==> config.mk <==
export PLATFORM = sky130hd
export DESIGN_NAME = cir_milstein_step
export DESIGN_NICKNAME = d
export VERILOG_FILES = /design/src/hdl/cms_pkg.sv /design/src/hdl/cir_milstein_step.sv
export SDC_FILE = /design/constraint.sdc
export NUM_CORES = 2
export LEC_CHECK = 0
export ABC_AREA = 0
export BUFFER_PORTS_ARGS = -buffer_cell sky130_fd_sc_hd__buf_2
export CORE_UTILIZATION = 25
export CTS_CLUSTER_SIZE = 12
export DETAILED_ROUTE_END_ITERATION = 12
export SETUP_SLACK_MARGIN = 0.1
export SLEW_MARGIN = 20
export SYNTH_ARGS = -nofsm -noshare
export SYNTH_HDL_FRONTEND = slang
export SYNTH_SLANG_ARGS = --single-unit
==> constraint.sdc <==
create_clock -name clk -period 12.81 [get_ports clk]
set_input_delay 1.281 -clock clk [delete_from_list [all_inputs] [get_ports clk]]
set_output_delay 1.281 -clock clk [all_outputs]
set_load 0.02 [all_outputs]
==> src/hdl/cms_pkg.sv <==
`default_nettype none
package cms_pkg;

  localparam int FRAC_BITS = 24;
  // root of (p << FRAC_BITS) with p below 2^31
  localparam int SQ_BITS = (31 + FRAC_BITS + 1) / 2;
  localparam int SQ_RAD_W = 2 * SQ_BITS;
  localparam int SQ_CNT_W = $clog2(SQ_BITS + 1);

  localparam logic [1:0] REG_REVERSION_SPEED = 2'd0;
  localparam logic [1:0] REG_LONG_TERM_MEAN = 2'd1;
  localparam logic [1:0] REG_VOLATILITY = 2'd2;

  localparam logic signed [31:0] W32_MAX = 32'sh7fffffff;
  localparam logic signed [31:0] W32_MIN = 32'sh80000000;

  typedef struct packed {
    logic sat;
    logic signed [31:0] val;
  } clip_t;

  function automatic clip_t clip64(input logic signed [63:0] v);
    clip_t r;
    r.sat = 1'b0;
    r.val = v[31:0];
    if (v > 64'(W32_MAX)) begin
      r.sat = 1'b1;
      r.val = W32_MAX;
    end else if (v < 64'(W32_MIN)) begin
      r.sat = 1'b1;
      r.val = W32_MIN;
    end
    return r;
  endfunction

  // round to nearest, ties up, then clip
  function automatic clip_t round_prod(input logic signed [63:0] prod);
    logic signed [63:0] v;
    logic signed [63:0] sh;
    v = prod + (64'sd1 <<< (FRAC_BITS - 1));
    sh = v >>> FRAC_BITS;
    return clip64(sh);
  endfunction

endpackage
`default_nettype wire

==> src/hdl/cir_milstein_step.sv <==
// one Milstein step of a CIR path per item, q8.24 fixed point
// a shared 32x32 multiplier (nine products, each through S_MUL then S_POST)
// and a one-bit-per-cycle 28-step square root do the work; a new item is taken
// only back in idle, and the next item is taken while the result waits at the output
// reset: synchronous, clears the parameter registers, current value and out_valid to zero
`default_nettype none
module cir_milstein_step (
  input  wire logic               clk,
  input  wire logic               rst,
  input  wire logic               cfg_write,
  input  wire logic [1:0]         cfg_index,
  input  wire logic [30:0]        cfg_data,
  input  wire logic               in_valid,
  output logic                    in_ready,
  input  wire logic               start_req,
  input  wire logic signed [31:0] initial_value,
  input  wire logic [30:0]        time_step,
  input  wire logic signed [31:0] normal_draw,
  output logic                    out_valid,
  input  wire logic               out_ready,
  output logic signed [31:0]      next_value,
  output logic                    saturated
);

  localparam logic [2:0] S_IDLE = 3'd0;
  localparam logic [2:0] S_DIFF = 3'd1;
  localparam logic [2:0] S_MUL  = 3'd2;
  localparam logic [2:0] S_POST = 3'd3;
  localparam logic [2:0] S_SQRT = 3'd4;
  localparam logic [2:0] S_SUM  = 3'd5;

  localparam logic [3:0] OP_KD    = 4'd0;
  localparam logic [3:0] OP_DRIFT = 4'd1;
  localparam logic [3:0] OP_XDT   = 4'd2;
  localparam logic [3:0] OP_SR    = 4'd3;
  localparam logic [3:0] OP_DIFFU = 4'd4;
  localparam logic [3:0] OP_Z2    = 4'd5;
  localparam logic [3:0] OP_SS    = 4'd6;
  localparam logic [3:0] OP_Q     = 4'd7;
  localparam logic [3:0] OP_CORR  = 4'd8;

  localparam int SQ = cms_pkg::SQ_BITS;

  logic [2:0] state;
  logic [3:0] op;

  logic [30:0] reversion_speed;
  logic [30:0] long_term_mean;
  logic [30:0] volatility;
  logic signed [31:0] current_value;

  logic signed [31:0] x;
  logic signed [31:0] dz;
  logic [30:0] dt;
  logic signed [31:0] tmp;
  logic signed [31:0] z2m;
  logic signed [34:0] acc;
  logic sat;

  logic signed [63:0] prod;
  logic signed [31:0] a_op;
  logic signed [31:0] b_op;

  logic [cms_pkg::SQ_RAD_W-1:0] sq_rad;
  logic [SQ+1:0] sq_rem;
  logic [SQ-1:0] sq_root;
  logic [cms_pkg::SQ_CNT_W-1:0] sq_cnt;
  logic [SQ+1:0] sq_rem_sh;
  logic [SQ+1:0] sq_trial;

  cms_pkg::clip_t post;
  cms_pkg::clip_t d_clip;
  cms_pkg::clip_t z2_clip;
  cms_pkg::clip_t sum_clip;

  logic signed [31:0] root_s;
  logic signed [31:0] x_pos;

  assign in_ready = (state == S_IDLE);
  assign root_s = 32'(sq_root);
  assign x_pos = x[31] ? 32'sd0 : x;

  // operand select for the shared multiplier
  always_comb begin
    a_op = tmp;
    b_op = $signed({1'b0, dt});
    case (op)
      OP_KD: begin
        a_op = $signed({1'b0, reversion_speed});
        b_op = tmp;
      end
      OP_DRIFT: begin
        a_op = tmp;
        b_op = $signed({1'b0, dt});
      end
      OP_XDT: begin
        a_op = x_pos;
        b_op = $signed({1'b0, dt});
      end
      OP_SR: begin
        a_op = $signed({1'b0, volatility});
        b_op = root_s;
      end
      OP_DIFFU: begin
        a_op = tmp;
        b_op = dz;
      end
      OP_Z2: begin
        a_op = dz;
        b_op = dz;
      end
      OP_SS: begin
        a_op = $signed({1'b0, volatility});
        b_op = $signed({1'b0, volatility});
      end
      OP_Q: begin
        a_op = tmp;
        b_op = $signed({1'b0, dt});
      end
      OP_CORR: begin
        a_op = tmp;
        b_op = z2m;
      end
      default: begin
        a_op = tmp;
        b_op = tmp;
      end
    endcase
  end

  always_comb begin
    post = cms_pkg::round_prod(prod);
    d_clip = cms_pkg::clip64(64'(signed'({2'b00, long_term_mean})) - 64'(x));
    z2_clip = cms_pkg::clip64(64'(post.val) - (64'sd1 <<< cms_pkg::FRAC_BITS));
    sum_clip = cms_pkg::clip64(64'(acc));
    sq_rem_sh = {sq_rem[SQ-1:0], sq_rad[cms_pkg::SQ_RAD_W-1 -: 2]};
    sq_trial = {sq_root, 2'b01};
  end

  always_ff @(posedge clk) begin
    if (rst) begin
      state <= S_IDLE;
      op <= OP_KD;
      reversion_speed <= '0;
      long_term_mean <= '0;
      volatility <= '0;
      current_value <= '0;
      out_valid <= 1'b0;
      sq_cnt <= '0;
    end else begin
      if (cfg_write) begin
        case (cfg_index)
          cms_pkg::REG_REVERSION_SPEED: reversion_speed <= cfg_data;
          cms_pkg::REG_LONG_TERM_MEAN: long_term_mean <= cfg_data;
          cms_pkg::REG_VOLATILITY: volatility <= cfg_data;
          default: ;
        endcase
      end
      // the final sum state refills the output register itself
      if (out_valid && out_ready && state != S_SUM) begin
        out_valid <= 1'b0;
      end
      case (state)
        S_IDLE: begin
          if (in_valid) begin
            x <= start_req ? initial_value : current_value;
            dt <= time_step;
            dz <= normal_draw;
            state <= S_DIFF;
          end
        end
        S_DIFF: begin
          tmp <= d_clip.val;
          sat <= d_clip.sat;
          acc <= 35'(x);
          op <= OP_KD;
          state <= S_MUL;
        end
        S_MUL: begin
          prod <= a_op * b_op;
          state <= S_POST;
        end
        S_POST: begin
          sat <= sat | post.sat | ((op == OP_Z2) & z2_clip.sat);
          op <= op + 4'd1;
          if (op == OP_XDT) begin
            state <= S_SQRT;
          end else if (op == OP_CORR) begin
            state <= S_SUM;
          end else begin
            state <= S_MUL;
          end
          case (op)
            OP_DRIFT, OP_DIFFU: begin
              acc <= acc + 35'(post.val);
            end
            OP_XDT: begin
              // product of two nonnegatives, kept nonnegative under the root
              sq_rad <= cms_pkg::SQ_RAD_W'({post.val[31] ? 31'd0 : post.val[30:0],
                                            {cms_pkg::FRAC_BITS{1'b0}}});
              sq_rem <= '0;
              sq_root <= '0;
              sq_cnt <= cms_pkg::SQ_CNT_W'(SQ);
            end
            OP_Z2: begin
              z2m <= z2_clip.val;
            end
            OP_Q: begin
              tmp <= post.val[31] ? 32'sd0 : (post.val >>> 2);
            end
            OP_CORR: begin
              acc <= acc + 35'(post.val);
            end
            default: begin
              tmp <= post.val;
            end
          endcase
        end
        S_SQRT: begin
          sq_rad <= sq_rad << 2;
          if (sq_rem_sh >= sq_trial) begin
            sq_rem <= sq_rem_sh - sq_trial;
            sq_root <= {sq_root[SQ-2:0], 1'b1};
          end else begin
            sq_rem <= sq_rem_sh;
            sq_root <= {sq_root[SQ-2:0], 1'b0};
          end
          sq_cnt <= sq_cnt - cms_pkg::SQ_CNT_W'(1);
          if (sq_cnt == cms_pkg::SQ_CNT_W'(1)) begin
            state <= S_MUL;
          end
        end
        S_SUM: begin
          // hold until the output register is free
          if (!out_valid || out_ready) begin
            next_value <= sum_clip.val;
            saturated <= sat | sum_clip.sat;
            current_value <= sum_clip.val;
            out_valid <= 1'b1;
            state <= S_IDLE;
          end
        end
        default: begin
          state <= S_IDLE;
        end
      endcase
    end
  end

  a_accept_starts: assert property (@(posedge clk) disable iff (rst)
    (in_valid && in_ready) |=> (state == S_DIFF))
    else $error("accepted item did not start the step");

  a_out_from_sum: assert property (@(posedge clk) disable iff (rst)
    $rose(out_valid) |-> ($past(state) == S_SUM))
    else $error("result raised outside the final sum");

  a_sqrt_count: assert property (@(posedge clk) disable iff (rst)
    (state == S_SQRT) |-> (sq_cnt != '0))
    else $error("square root ran past its last step");

  a_sqrt_rem: assert property (@(posedge clk) disable iff (rst)
    (state == S_SQRT) |-> (sq_rem[SQ+1] == 1'b0))
    else $error("square root remainder out of range");

endmodule
`default_nettype wire

==> results.sh <==
export IMPL_cap_violations=0
export IMPL_fillers=26000
export IMPL_cts_num_sinks=495
export IMPL_critical_path_required_ps=13180
export IMPL_hold_class="flop to flop"
export IMPL_timing_final_crit_period_ps=11650
export IMPL_h_tree_depth=2
export IMPL_gr_max_usage_layer="met2"
export IMPL_yosys_warnings=0
export IMPL_fin_skew_ps=63.1
export IMPL_cts_root_buffer="clkbuf_16"
export IMPL_tns_ps=0
export IMPL_slew_violations=0
export IMPL_pre_cts_ws_ps=1390
export IMPL_period_share=0.910
export IMPL_drc_errors=0
export IMPL_die_x_um=499
export IMPL_avgSynthCellArea_um2=9.37
export IMPL_grt_setup_unrepaired="false"
export IMPL_post_cts_setup_buffers=0
export IMPL_synth_most_common_cell="inv_1"
export IMPL_core_um2=246000
export IMPL_utilization=0.279
export IMPL_power_density_nw_per_um2=148
export IMPL_use_met2=0.274
export IMPL_grt_max_degree=70
export IMPL_worstSkewPairLatency_ps=680
export IMPL_cp_max_fo=41
export IMPL_grt_pass1_vias=50300
export IMPL_ys_top_cells_by_count="1167 x inv_1, 1083 x fa_1, 870 x nand2_1"
export IMPL_slowest_delay_ps=820
export IMPL_status="complete, no violations"
export IMPL_cts_tree="yes"
export IMPL_synth_edf_count=357
export IMPL_io_pins=169
export IMPL_grt_usage=0.177
export IMPL_grt_first_pass_wirelength_um=329000
export IMPL_drive_gt1_frac=0.0790
export IMPL_grt_ovfl_total=0
export IMPL_fin_ws_ps=1160
export IMPL_via_per_inst=4.85
export IMPL_slew_limit_headroom=0.188
export IMPL_cts_buffers=54
export IMPL_pwr_share_clk=0.157
export IMPL_p_switching_uw=4980
export IMPL_use_met1=0.234
export IMPL_ys_ff_latch=495
export IMPL_dpl_hpwl_um=180000
export IMPL_synth_area_leader_cell="fa_1"
export IMPL_syn_cell_area_um2=61800
export IMPL_routedWlPerCell_um=22.4
export IMPL_synth_distinct_cells=94
export IMPL_via_count=48000
export IMPL_irDropWorstVdd_v=0.000161
export IMPL_dr_pass1_iters=9
export IMPL_combPwrFrac=0.631
export IMPL_seq_power_share=0.212
export IMPL_fp_row_count=182
export IMPL_postRouteWirelength_um=222000
export IMPL_cp_start_kind="flop"
export IMPL_worst_setup_path_end_kind="flop"
export IMPL_start_util=0.251
export IMPL_post_cts_resized=0
export IMPL_cts_hold_buf=0
export IMPL_finalPower_uw=10200
export IMPL_synth_cells=6597
export IMPL_yosysSeqAreaShare=0.218
export IMPL_syn_to_final_growth_pct=10.9
export IMPL_cts_clk_slew_worst_paths_ps=60
export IMPL_drt_iter0_drc=4963
export IMPL_worst_pin_slew_ps=1220
export IMPL_intPower_uw=5200
export IMPL_nNetsFinal=8124
export IMPL_max_freq_mhz=85.8
export IMPL_p_leak_uw=0.0311
export IMPL_ys_async_sr_fraction=0
export IMPL_antenna_found_initial=21
export IMPL_met3_usage=0.0253
export IMPL_clk_path_buf_depth=3
export IMPL_synth_flop_cell="edfxtp_1"
export IMPL_synthTopCellsByArea="fa_1 35%, edfxtp_1 17%, inv_1 7.1%, ha_1 5.7%, nand2_1 5.3%"
export IMPL_crit_path_top_delay_cell="a41oi_2"
export IMPL_path_class="flop to flop"
export IMPL_port_buffers=168
export IMPL_dieHeight_um=499
export IMPL_die_area_um2=249000
export IMPL_hold_violations=0
export IMPL_path_common_cell="fa_1"
export IMPL_critPathArrivalTime_ps=12020
export IMPL_switching_share=0.489
export IMPL_gp_congestion=0.971
export IMPL_setup_viol=0
export IMPL_synth_top_area_share=0.351
export IMPL_ant_nets=0
export IMPL_syn_num_nets=8098
## through the flow
stage / hold slack, ps / area, um^2 / cells
2_1_floorplan: 431 / 61800 / 6597
3_5_place_dp: 446 / 66800 / 9787
4_1_cts: 454 / 68500 / 9888
3_3_place_gp: 442 / 66700 / 9787
5_1_grt: 468 / 68600 / 9895
6_report: 457 / 68600 / 9897
## layer usage
metal,vias up,routed length [um]
met4,10,14900
met5,-,57
met3,454,17500
met1,24500,90800
met2,2187,98200
li1,20900,-
## path summary, 6_finish.rpt
check	from	endpoint	slack (ps)	cells after the start
hold / removal	reversion_speed[3]	reversion_speed[3]	460	2
setup / recovery	op[0]	prod[60]	1160	29
setup reg to reg	op[0]	prod[60]	1160	29
hold reg to reg	reversion_speed[3]	reversion_speed[3]	460	2
## worst max-delay path, delay by kind of cell (launching register included)
family | cells | cell delay (ps)
AO/OA/AOI/OAI | 9 | 3670
buffers and inverters | 4 | 1230
XOR/XNOR | 1 | 120
adder cells (fa/ha/maj) | 10 | 4890
flip-flops | 1 | 340
AND/OR/NAND/NOR | 5 | 1030
## cells in the final DEF (no fill, tap or decap), types with 36 or more instances in the layout
cell       synthesis  layout
xor2_1            73      73
buf_4              0     148
nand3_1           81      80
mux2i_1           57      57
a22oi_1           59      59
clkbuf_16          0      59
edfxtp_1         357     357
ha_1             284     284
nand2_1          870     869
nor2_1           773     768
a222oi_1          50      50
fa_1            1083    1082
a21o_1           115     114
a21oi_1          234     232
inv_1           1167    1167
dfxtp_1          138     138
and3_1            52      52
and2_1            36      36
buf_2             16     167
nand2b_1          49      48
o21a_1            68      68
o21ai_0          138     126
nand4_1           52      52
xnor2_1          105     105
## power by group through the flow
stage	combinational [uW]	sequential, uW	clock [uW]
6_report	6430	2160	1600
5_1_grt	7050	2160	1680
4_1_cts	6350	2150	1630
3_5_place_dp	6200	2180	0
3_3_place_gp	6220	2180	0
2_1_floorplan	4040	2110	0
## cell type report
cell class,count,area [um^2],share of cell area
multi-input combinational,4588,42900,0.626
sequential,495,13500,0.197
inverter,1169,4390,0.0640
tap,3220,4030,0.0588
timing repair buffer,315,1950,0.0284
clock buffer,86,1620,0.0236
clock inverter,15,168,0.00245
antenna,9,22.5,0.000328
## logic make-up (layout without fill, tap and decap cells)
family / after synthesis / in the layout / synth area share
and+or+nand+nor: 2049 / 2049 / 0.142
buffers and inverters: 1514 / 1585 / 0.0925
adders and majority gates: 1368 / 1368 / 0.408
AOI/OAI and AO/OA: 901 / 901 / 0.0986
DFF: 495 / 495 / 0.218
xor gates and xnor gates: 179 / 179 / 0.0255
muxes: 91 / 91 / 0.0154
other: 0 / 9 / 0
## flip-flops by register name (all words and copies together) (netlist names)
register / flops
sq_rem: 28
long_term_mean: 31
acc: 35
x: 32
next_value: 32
saturated: 1
prod: 41
sq_rad: 32
reversion_speed: 31
dz: 32
tmp: 32
state: 3
dt: 31
sat: 1
volatility: 31
sq_cnt: 5
out_valid: 1
op: 4
current_value: 32
z2m: 32
sq_root: 28
(Power assumes the default switching activity.)
